**config.mk**
```make
export PLATFORM = sky130hd
export DESIGN_NAME = request_retry_table
export DESIGN_NICKNAME = d
export VERILOG_FILES = /design/src/hdl/rrt_pkg.sv /design/src/hdl/request_retry_table.sv
export VERILOG_INCLUDE_DIRS = /design/src /design/src/hdl
export SDC_FILE = /design/constraint.sdc
export NUM_CORES = 2
export LEC_CHECK = 0
export BUFFER_PORTS_ARGS = -buffer_cell sky130_fd_sc_hd__buf_2
export CAP_MARGIN = 0
export CORE_ASPECT_RATIO = 0.75
export CORE_MARGIN = 2
export CORE_UTILIZATION = 35
export CTS_CLUSTER_DIAMETER = 120
export DETAILED_ROUTE_END_ITERATION = 7
export GPL_ROUTABILITY_DRIVEN = 0
export SLEW_MARGIN = 5
export SYNTH_ARGS = -nofsm -noshare
export SYNTH_HDL_FRONTEND = slang
export SYNTH_SLANG_ARGS = --single-unit
```
**constraint.sdc**
```tcl
create_clock -name clk -period 13.4 [get_ports clk]
set_input_delay 1.34 -clock clk [delete_from_list [all_inputs] [get_ports clk]]
set_output_delay 1.34 -clock clk [all_outputs]
set_load 0.02 [all_outputs]
```
**src/hdl/request_retry_table_macros.svh**
```systemverilog
// Assertion macros shared by the request retry table RTL.
`ifndef REQUEST_RETRY_TABLE_MACROS_SVH
`define REQUEST_RETRY_TABLE_MACROS_SVH

// Same-cycle implication, checked outside reset.
`define RRT_ASSERT_IMP(label, ante, cons) \
	label: assert property (@(posedge clk) disable iff (!arst_n) (ante) |-> (cons)) \
		else $error("request_retry_table: assertion failed");

// Next-cycle implication, checked outside reset.
`define RRT_ASSERT_NXT(label, ante, cons) \
	label: assert property (@(posedge clk) disable iff (!arst_n) (ante) |=> (cons)) \
		else $error("request_retry_table: assertion failed");

`endif

```
**src/hdl/rrt_pkg.sv**
```systemverilog
// Types and constants of the request retry table.
package rrt_pkg;

	localparam int TABLE_DEPTH = 16;
	localparam int SLOT_W      = (TABLE_DEPTH > 1) ? $clog2(TABLE_DEPTH) : 1;

	localparam logic [1:0] OP_REQUEST  = 2'd0;
	localparam logic [1:0] OP_RESPONSE = 2'd1;
	localparam logic [1:0] OP_TICK     = 2'd2;

	localparam logic [2:0] KIND_ACCEPTED  = 3'd0;
	localparam logic [2:0] KIND_FULL      = 3'd1;
	localparam logic [2:0] KIND_MATCHED   = 3'd2;
	localparam logic [2:0] KIND_UNKNOWN   = 3'd3;
	localparam logic [2:0] KIND_RESEND    = 3'd4;
	localparam logic [2:0] KIND_EXHAUSTED = 3'd5;

	localparam logic CFG_INITIAL_TIMEOUT = 1'b0;
	localparam logic CFG_RETRY_LIMIT     = 1'b1;

	localparam logic [31:0] INITIAL_TIMEOUT_RST = 32'd30;
	localparam logic [3:0]  RETRY_LIMIT_RST     = 4'd3;

	typedef struct packed {
		logic [31:0] id;
		logic [31:0] stamp;
		logic [31:0] timeout;
		logic [3:0]  retries;
	} entry_t;

endpackage

```
**src/hdl/request_retry_table.sv**
```systemverilog
// Request retry table: outstanding request tracking with timeout backoff.
//
// Input channel (in_valid/in_ready, op, request_id): op 0 inserts or refreshes
// a request, op 1 removes a matching entry, op 2 advances time one tick and
// scans the table; op 3 is taken and dropped. Result channel (out_valid/
// out_ready, event_kind, event_id, tick_done, last) carries one item per event;
// last marks the final item of an input, tick_done the final item of a scan.
// Config channel (cfg_valid/cfg_ready, cfg_index, cfg_data) is always ready;
// write it only while the block is idle.
// The entry fields live in one synchronous memory read one slot per cycle
// unless a stall holds the scan, so a request or response walks all TABLE_DEPTH
// slots and a tick walks them until it reaches an exhausted entry; the next
// item is taken only after the current one finishes.
// A tick result is held back by one result until the scan knows whether it is last.
// A stalled receiver holds the scan at the next event once both the output
// register and the held result are full. Reset clears the valid bits, time
// and control state and resets config; memory contents are left as they are.
module request_retry_table
	import rrt_pkg::*;
(
	input  logic        clk,
	input  logic        arst_n,
	input  logic        in_valid,
	output logic        in_ready,
	input  logic [1:0]  op,
	input  logic [31:0] request_id,
	output logic        out_valid,
	input  logic        out_ready,
	output logic [2:0]  event_kind,
	output logic [31:0] event_id,
	output logic        tick_done,
	output logic        last,
	input  logic        cfg_valid,
	output logic        cfg_ready,
	input  logic        cfg_index,
	input  logic [31:0] cfg_data
);

	`include "request_retry_table_macros.svh"

	localparam logic [1:0] ST_IDLE = 2'd0;
	localparam logic [1:0] ST_SCAN = 2'd1;
	localparam logic [1:0] ST_FIN  = 2'd2;
	localparam logic [SLOT_W-1:0] LAST_SLOT = SLOT_W'(TABLE_DEPTH - 1);

	entry_t mem [TABLE_DEPTH];

	logic [1:0]             state_q;
	logic [1:0]             op_q;
	logic [31:0]            req_id_q;
	logic [31:0]            time_q;
	logic [31:0]            init_timeout_q;
	logic [3:0]             retry_limit_q;
	logic [TABLE_DEPTH-1:0] valid_q;
	logic [SLOT_W-1:0]      rd_addr_q;
	logic                   issue_q;
	logic                   found_q;
	logic [SLOT_W-1:0]      found_slot_q;
	logic                   vld_s1;
	logic [SLOT_W-1:0]      slot_s1;
	entry_t                 ent_s1;
	logic                   pend_valid_q;
	logic [2:0]             pend_kind_q;
	logic [31:0]            pend_id_q;
	logic                   out_valid_q;
	logic [2:0]             out_kind_q;
	logic [31:0]            out_id_q;
	logic                   out_tdone_q;
	logic                   out_last_q;

	logic              in_acc;
	logic              out_free;
	logic              ev_hit;
	logic              ev_exh;
	logic              stall;
	logic              advance;
	logic              rd_en;
	logic [31:0]       age;
	logic [31:0]       timeout_dbl;
	logic              free_found;
	logic [SLOT_W-1:0] free_slot;
	logic              wr_en;
	logic [SLOT_W-1:0] wr_addr;
	entry_t            wr_data;
	logic              valid_set;
	logic              valid_clr;
	logic              out_load;
	logic [2:0]        out_kind_n;
	logic [31:0]       out_id_n;
	logic              out_tdone_n;
	logic              out_last_n;
	logic              pend_load;
	logic              pend_clr;
	logic [2:0]        pend_kind_n;
	logic [1:0]        state_n;

	assign in_ready   = (state_q == ST_IDLE);
	assign in_acc     = in_valid && in_ready;
	assign cfg_ready  = 1'b1;
	assign out_valid  = out_valid_q;
	assign event_kind = out_kind_q;
	assign event_id   = out_id_q;
	assign tick_done  = out_tdone_q;
	assign last       = out_last_q;
	assign out_free   = !out_valid_q || out_ready;

	// Expiry test and backoff on the slot held in the read register.
	assign age         = time_q - ent_s1.stamp;
	assign timeout_dbl = ent_s1.timeout[31] ? 32'hFFFF_FFFF : {ent_s1.timeout[30:0], 1'b0};
	assign ev_hit      = (state_q == ST_SCAN) && (op_q == OP_TICK) && vld_s1
	                     && valid_q[slot_s1] && (age >= ent_s1.timeout);
	assign ev_exh      = ev_hit && (ent_s1.retries == 4'd0);
	assign stall       = ev_hit && pend_valid_q && !out_free;
	assign advance     = !stall;
	assign rd_en       = (state_q == ST_SCAN) && issue_q && advance && !ev_exh;

	always_comb begin
		free_found = 1'b0;
		free_slot  = '0;
		for (int i = TABLE_DEPTH - 1; i >= 0; i--) begin
			if (!valid_q[i]) begin
				free_found = 1'b1;
				free_slot  = SLOT_W'(i);
			end
		end
	end

	always_comb begin
		wr_en       = 1'b0;
		wr_addr     = slot_s1;
		wr_data     = ent_s1;
		valid_set   = 1'b0;
		valid_clr   = 1'b0;
		out_load    = 1'b0;
		out_kind_n  = pend_kind_q;
		out_id_n    = pend_id_q;
		out_tdone_n = 1'b0;
		out_last_n  = 1'b0;
		pend_load   = 1'b0;
		pend_clr    = 1'b0;
		pend_kind_n = KIND_RESEND;
		state_n     = state_q;
		case (state_q)
			ST_IDLE: begin
				if (in_acc && (op == OP_REQUEST || op == OP_RESPONSE || op == OP_TICK)) begin
					state_n = ST_SCAN;
				end
			end
			ST_SCAN: begin
				if (ev_hit && !stall) begin
					wr_en     = 1'b1;
					pend_load = 1'b1;
					out_load  = pend_valid_q;
					if (ev_exh) begin
						wr_data.retries = retry_limit_q;
						pend_kind_n     = KIND_EXHAUSTED;
					end else begin
						wr_data.timeout = timeout_dbl;
						wr_data.retries = ent_s1.retries - 4'd1;
						wr_data.stamp   = time_q;
					end
				end
				if (!issue_q && !vld_s1) begin
					state_n = ST_FIN;
				end
			end
			ST_FIN: begin
				case (op_q)
					OP_REQUEST: begin
						if (out_free) begin
							out_load   = 1'b1;
							out_id_n   = req_id_q;
							out_last_n = 1'b1;
							state_n    = ST_IDLE;
							if (found_q || free_found) begin
								wr_en      = 1'b1;
								wr_addr    = found_q ? found_slot_q : free_slot;
								wr_data    = '{id: req_id_q, stamp: time_q,
								               timeout: init_timeout_q, retries: retry_limit_q};
								valid_set  = 1'b1;
								out_kind_n = KIND_ACCEPTED;
							end else begin
								out_kind_n = KIND_FULL;
							end
						end
					end
					OP_RESPONSE: begin
						if (out_free) begin
							out_load   = 1'b1;
							out_id_n   = req_id_q;
							out_last_n = 1'b1;
							out_kind_n = found_q ? KIND_MATCHED : KIND_UNKNOWN;
							valid_clr  = found_q;
							state_n    = ST_IDLE;
						end
					end
					default: begin
						// Tick: release the held result as the last of the scan.
						if (!pend_valid_q) begin
							state_n = ST_IDLE;
						end else if (out_free) begin
							out_load    = 1'b1;
							out_tdone_n = 1'b1;
							out_last_n  = 1'b1;
							pend_clr    = 1'b1;
							state_n     = ST_IDLE;
						end
					end
				endcase
			end
			default: begin
				state_n = ST_IDLE;
			end
		endcase
	end

	always_ff @(posedge clk) begin
		if (wr_en) begin
			mem[wr_addr] <= wr_data;
		end
	end

	always_ff @(posedge clk) begin
		if (rd_en) begin
			ent_s1 <= mem[rd_addr_q];
		end
	end

	always_ff @(posedge clk or negedge arst_n) begin
		if (!arst_n) begin
			state_q        <= ST_IDLE;
			op_q           <= OP_REQUEST;
			time_q         <= '0;
			init_timeout_q <= INITIAL_TIMEOUT_RST;
			retry_limit_q  <= RETRY_LIMIT_RST;
			valid_q        <= '0;
			rd_addr_q      <= '0;
			issue_q        <= 1'b0;
			found_q        <= 1'b0;
			vld_s1         <= 1'b0;
			pend_valid_q   <= 1'b0;
			out_valid_q    <= 1'b0;
		end else begin
			state_q <= state_n;
			if (cfg_valid && cfg_ready) begin
				if (cfg_index == CFG_INITIAL_TIMEOUT) begin
					init_timeout_q <= cfg_data;
				end else begin
					retry_limit_q <= cfg_data[3:0];
				end
			end
			if (in_acc) begin
				op_q      <= op;
				rd_addr_q <= '0;
				issue_q   <= 1'b1;
				found_q   <= 1'b0;
				if (op == OP_TICK) begin
					time_q <= time_q + 32'd1;
				end
			end else if (state_q == ST_SCAN && advance) begin
				vld_s1 <= issue_q && !ev_exh;
				if (issue_q) begin
					rd_addr_q <= rd_addr_q + 1'b1;
				end
				// Stop the walk after the last slot or at an exhausted entry.
				if ((rd_addr_q == LAST_SLOT) || ev_exh) begin
					issue_q <= 1'b0;
				end
				if (vld_s1 && valid_q[slot_s1] && ent_s1.id == req_id_q && !found_q) begin
					found_q <= 1'b1;
				end
			end
			if (valid_set) begin
				valid_q[wr_addr] <= 1'b1;
			end
			if (valid_clr) begin
				valid_q[found_slot_q] <= 1'b0;
			end
			if (pend_load) begin
				pend_valid_q <= 1'b1;
			end else if (pend_clr) begin
				pend_valid_q <= 1'b0;
			end
			if (out_load) begin
				out_valid_q <= 1'b1;
			end else if (out_ready) begin
				out_valid_q <= 1'b0;
			end
		end
	end

	always_ff @(posedge clk) begin
		if (in_acc) begin
			req_id_q <= request_id;
		end
		if (state_q == ST_SCAN && advance) begin
			slot_s1 <= rd_addr_q;
			if (vld_s1 && valid_q[slot_s1] && ent_s1.id == req_id_q && !found_q) begin
				found_slot_q <= slot_s1;
			end
		end
		if (pend_load) begin
			pend_kind_q <= pend_kind_n;
			pend_id_q   <= ent_s1.id;
		end
		if (out_load) begin
			out_kind_q  <= out_kind_n;
			out_id_q    <= out_id_n;
			out_tdone_q <= out_tdone_n;
			out_last_q  <= out_last_n;
		end
	end

	`RRT_ASSERT_IMP(a_idle_clean, state_q == ST_IDLE, !vld_s1 && !pend_valid_q)
	`RRT_ASSERT_IMP(a_no_overwrite, out_load, out_free)
	`RRT_ASSERT_IMP(a_pend_tick_only, pend_valid_q, op_q == OP_TICK)
	`RRT_ASSERT_NXT(a_exh_stops, ev_exh && !stall, !issue_q && !vld_s1)

endmodule
```
==> summary.txt <==
Floorplan
  – Placeable Area: 217000 um^2
  – Die Height: 408.9 um
  – Die area: 222400 um^2
  – Initial Util: 35.25%
  – Die width: 543.9 um
  – # IOs: 112
  – Rows: 148

Detailed routing
  – Post-Route WL: 195.1 mm
  – DR vias: 38730
  – ANT nets after route: 0
  – Wire length per cell: 27.67 um
  – First-pass DRT Iterations: 6
  – DRT iter0 DRCs: 4808
  – Drc violations: 0
  – Vias/cell: 5.494

Clocking
  – Clk buf depth: 3
  – Post-CTS Resized: 0
  – CTS root buffer: clkbuf_16
  – Hold Buf Count CTS: 0
  – CTS tree: done
  – Post-CTS Repair Setup Buffers: 0
  – Worst-path clk slew: 0.06 ns
  – Clock net sink count: 1907
  – Clock Latency Late Sink: 0.83 ns
  – H-tree Lvls: 4
  – TritonCTS Buffers: 181

GRT
  – GR Layer Usage met2: 24.61%
  – Vias in the first global route: 38340
  – GR Util met1: 27.65%
  – Largest net degree at the start of global routing: 136
  – Global routing's busiest layer: met1
  – Initial antenna violation count: 6
  – Total track usage: 17.51%
  – Total grt overflow: 0
  – First-pass GRT wire length: 282.5 mm
  – Met3 Use GR: 3.736%

Synthesis
  – Gate Count Post-Synth: 3766
  – FF+latch count, synth: 1907
  – Primary FF master, synth: edfxtp_1
  – Synth Warn #: 0
  – Yosys cell types: 81
  – Syn_nets: 3909
  – Ys async rst share: 5.087%
  – Post-synth EDFFs: 1810
  – Sequential area share after synthesis: 74.23%
  – Mean Syn Cell Area: 20.31 um^2
  – Mapped cell area: 76510 um^2

Layout
  – Final core occ: 40.21%
  – Area Overhead vs Synth: 14.07%
  – Layout cells sized above 1: 27.38%
  – Layout net count: 4112
  – Fill cells: 19150

Critical path
  – CP Class: reg -> reg
  – Slowest stage cell, crit path: buf_4
  – Data arrival at the endpoint of the critical path: 9.04 ns
  – Top cell by count, worst path: buf_4
  – WP buf/inv: 5
  – Worst EP required: 13.83 ns
  – Crit path capture type: register
  – Crit path max fanout: 49
  – Crit path launch type: register
  – Cell family with most CP delay: compound AO/OA/AOI/OAI gates
  – Critical Path, Cell by Cell: inv_1 > ha_1 > inv_1 > fa_1 > a211oi_1 > o21bai_1 > o211ai_1 > a21oi_1 > o31a_1 > a41o_1 > a41oi_1 > a21oi_1 > xnor2_1 > ha_1 > nand4_1 > nor2_1 > nand3_1 > o21a_1 > nor2_4 > buf_4 > o2111ai_1 > nor2_4 > buf_4 > buf_4
  – Critical Path Max Stage Delay: 0.91 ns

Pwr
  – Sequential share of power: 45.3%
  – Clock power share: 29.6%
  – Switch Pwr: 5.549 mW
  – PwrDens: 209.0 nW/um^2
  – Worst vdd ir: 0.1495 mV
  – Power Internal: 12.69 mW
  – Leakage: 27.68 nW
  – Sw Ratio: 30.43%
  – Combinational Power Share: 25.1%
  – Total power draw: 18.24 mW

Timing
  – Worst Tran Pin Value: 1.278 ns
  – Max-slew headroom: 14.41%
  – # setup viols final: 0
  – Final clock skew: 0.07297 ns
  – Max Slew Vio Count: 0
  – Minimum clock period: 8.606 ns
  – Final Hold Vio Count: 0
  – Setup TNS: 0 ns
  – Peak Freq: 116.2 MHz
  – RSZ-0062 raised after global routing: no
  – Fin crit share: 64.22%

Placed design
  – Port bufs: 110
  – DP HPWL: 111.9 mm

Run status
  – Status: completed

Worst hold path
  – Tightest Hold Check Type: reg -> reg

Job
  – Max_cap viols: 0
## path summary, 6_finish.rpt
path | to | slack (ns) | cells after the start | startpoint
max | mem[12][27]$_DFFE_PP_ | 4.79 | 24 | time_q[0]$_DFFE_PN0P_
min | init_timeout_q[22]$_DFFE_PN0P_ | 0.51 | 1 | init_timeout_q[22]$_DFFE_PN0P_
max reg2reg | mem[12][27]$_DFFE_PP_ | 4.79 | 24 | time_q[0]$_DFFE_PN0P_
min reg2reg | init_timeout_q[22]$_DFFE_PN0P_ | 0.51 | 1 | init_timeout_q[22]$_DFFE_PN0P_
max in group asynchronous | rd_addr_q[0]$_DFFE_PN0P_ | 11.38 | 2 | arst_n
min in group asynchronous | init_timeout_q[27]$_DFFE_PN0P_ | 0.54 | 1 | arst_n
## placed cells by master, fill, tap and decap left out, types with 40 or more instances in the layout
cell	Yosys	routed
mux2_2	74	74
o21ai_0	96	94
buf_2	7	109
nand3_1	63	62
a21oi_1	71	71
nor2_1	77	57
o211ai_1	40	40
mux4_2	504	504
inv_1	93	92
ha_1	70	69
a22oi_1	47	47
edfxtp_1	1810	1810
buf_4	7	92
xnor2_1	68	67
clkbuf_16	0	186
dfrtp_1	91	87
nand2_1	197	197
clkinv_2	0	41
## metal layers
layer | routed length [um] | share of wire, %
met1 | 90630 | 46
met2 | 83660 | 43
met3 | 17290 | 8.9
met4 | 3515 | 1.8
met5 | 12 | 0.0062
## layout make-up
type                            instances  area (um^2)  share of cell area (%)
Clock buffer                          220         4862                   5.571
Sequential cell                      1907        56800                   65.08
Clock inverter                        118         1424                   1.631
Multi-Input combinational cell       1576        18790                   21.53
Antenna cell                            1        2.502                0.002867
Timing Repair Buffer                  208         1376                   1.577
Inverter                               95        356.6                  0.4086
Tap cell                             2925         3660                   4.193
## stage by stage
stage / area [um^2] / hold slack, ns / setup slack, ns / instances
after global placement: 80920 / 0.4831 / 4.896 / 6703
after floorplan: 76510 / 0.4231 / 4.054 / 3766
after global routing: 87270 / 0.5194 / 4.273 / 7049
after CTS: 87200 / 0.5009 / 4.715 / 7041
final: 87270 / 0.5086 / 4.794 / 7050
after detailed placement: 80920 / 0.4943 / 4.732 / 6703
## synth_stat cells (22+ instances only)
library cell	number	area share, %
a21o_1	23	0.23
clkbuf_1	123	0.60
nand2_1	197	0.97
edfxtp_1	1810	71
ha_1	70	1.1
nor2_1	77	0.38
mux2_2	74	1.1
xnor2_1	68	0.78
xor2_1	25	0.29
nand4_1	27	0.22
nand3_1	63	0.41
a21oi_1	71	0.46
o21ai_0	96	0.63
inv_1	93	0.46
o211ai_1	40	0.39
buf_1	47	0.23
dfrtp_1	91	3.0
a22o_1	22	0.25
mux4_2	504	15
a22oi_1	47	0.46
## logic make-up (layout without fill, tap and decap cells)
family	count (synthesis)	after routing	synth area share, %
flops	1907	1907	74.23
mux	582	582	15.98
simple gates	431	431	2.571
compound gates	398	398	3.515
buf+inv	283	641	1.465
xor+xnor	93	93	1.065
fa+ha+maj	71	71	1.171
other cells	1	2	0.004902
## worst reg2reg max path, delay by kind of cell (launching register included)
| family | cells | cell delay, ns |
|---|---|---|
| compound gates | 10 | 2.79 |
| buf+inv | 5 | 2.48 |
| simple gates | 5 | 1.44 |
| fa+ha+maj | 3 | 0.91 |
| flops | 1 | 0.41 |
| xor+xnor | 1 | 0.15 |
## state kept, by name, indices dropped and copies added (netlist names)
name and cells:
ent_s1 100, event_id 32, event_kind 3, found_q 1
found_slot_q 4, init_timeout_q 32, issue_q 1, last 1
mem 1600, op_q 2, out_valid 1, pend_id_q 32
pend_kind_q 1, pend_valid_q 1, rd_addr_q 4, req_id_q 32
retry_limit_q 4, slot_s1 4, state_q 2, tick_done 1
time_q 32, valid_q 16, vld_s1 1
## power groups by stage
stage | Clock (mW) | Combinational, mW | Sequential [mW]
6_report | 5.39 | 4.58 | 8.27
2_1_floorplan | 0 | 2.93 | 8.26
3_5_place_dp | 0 | 4.54 | 8.40
3_3_place_gp | 0 | 4.46 | 8.39
5_1_grt | 5.72 | 4.96 | 8.30
4_1_cts | 5.49 | 4.56 | 8.27
(Power assumes the default switching activity.)
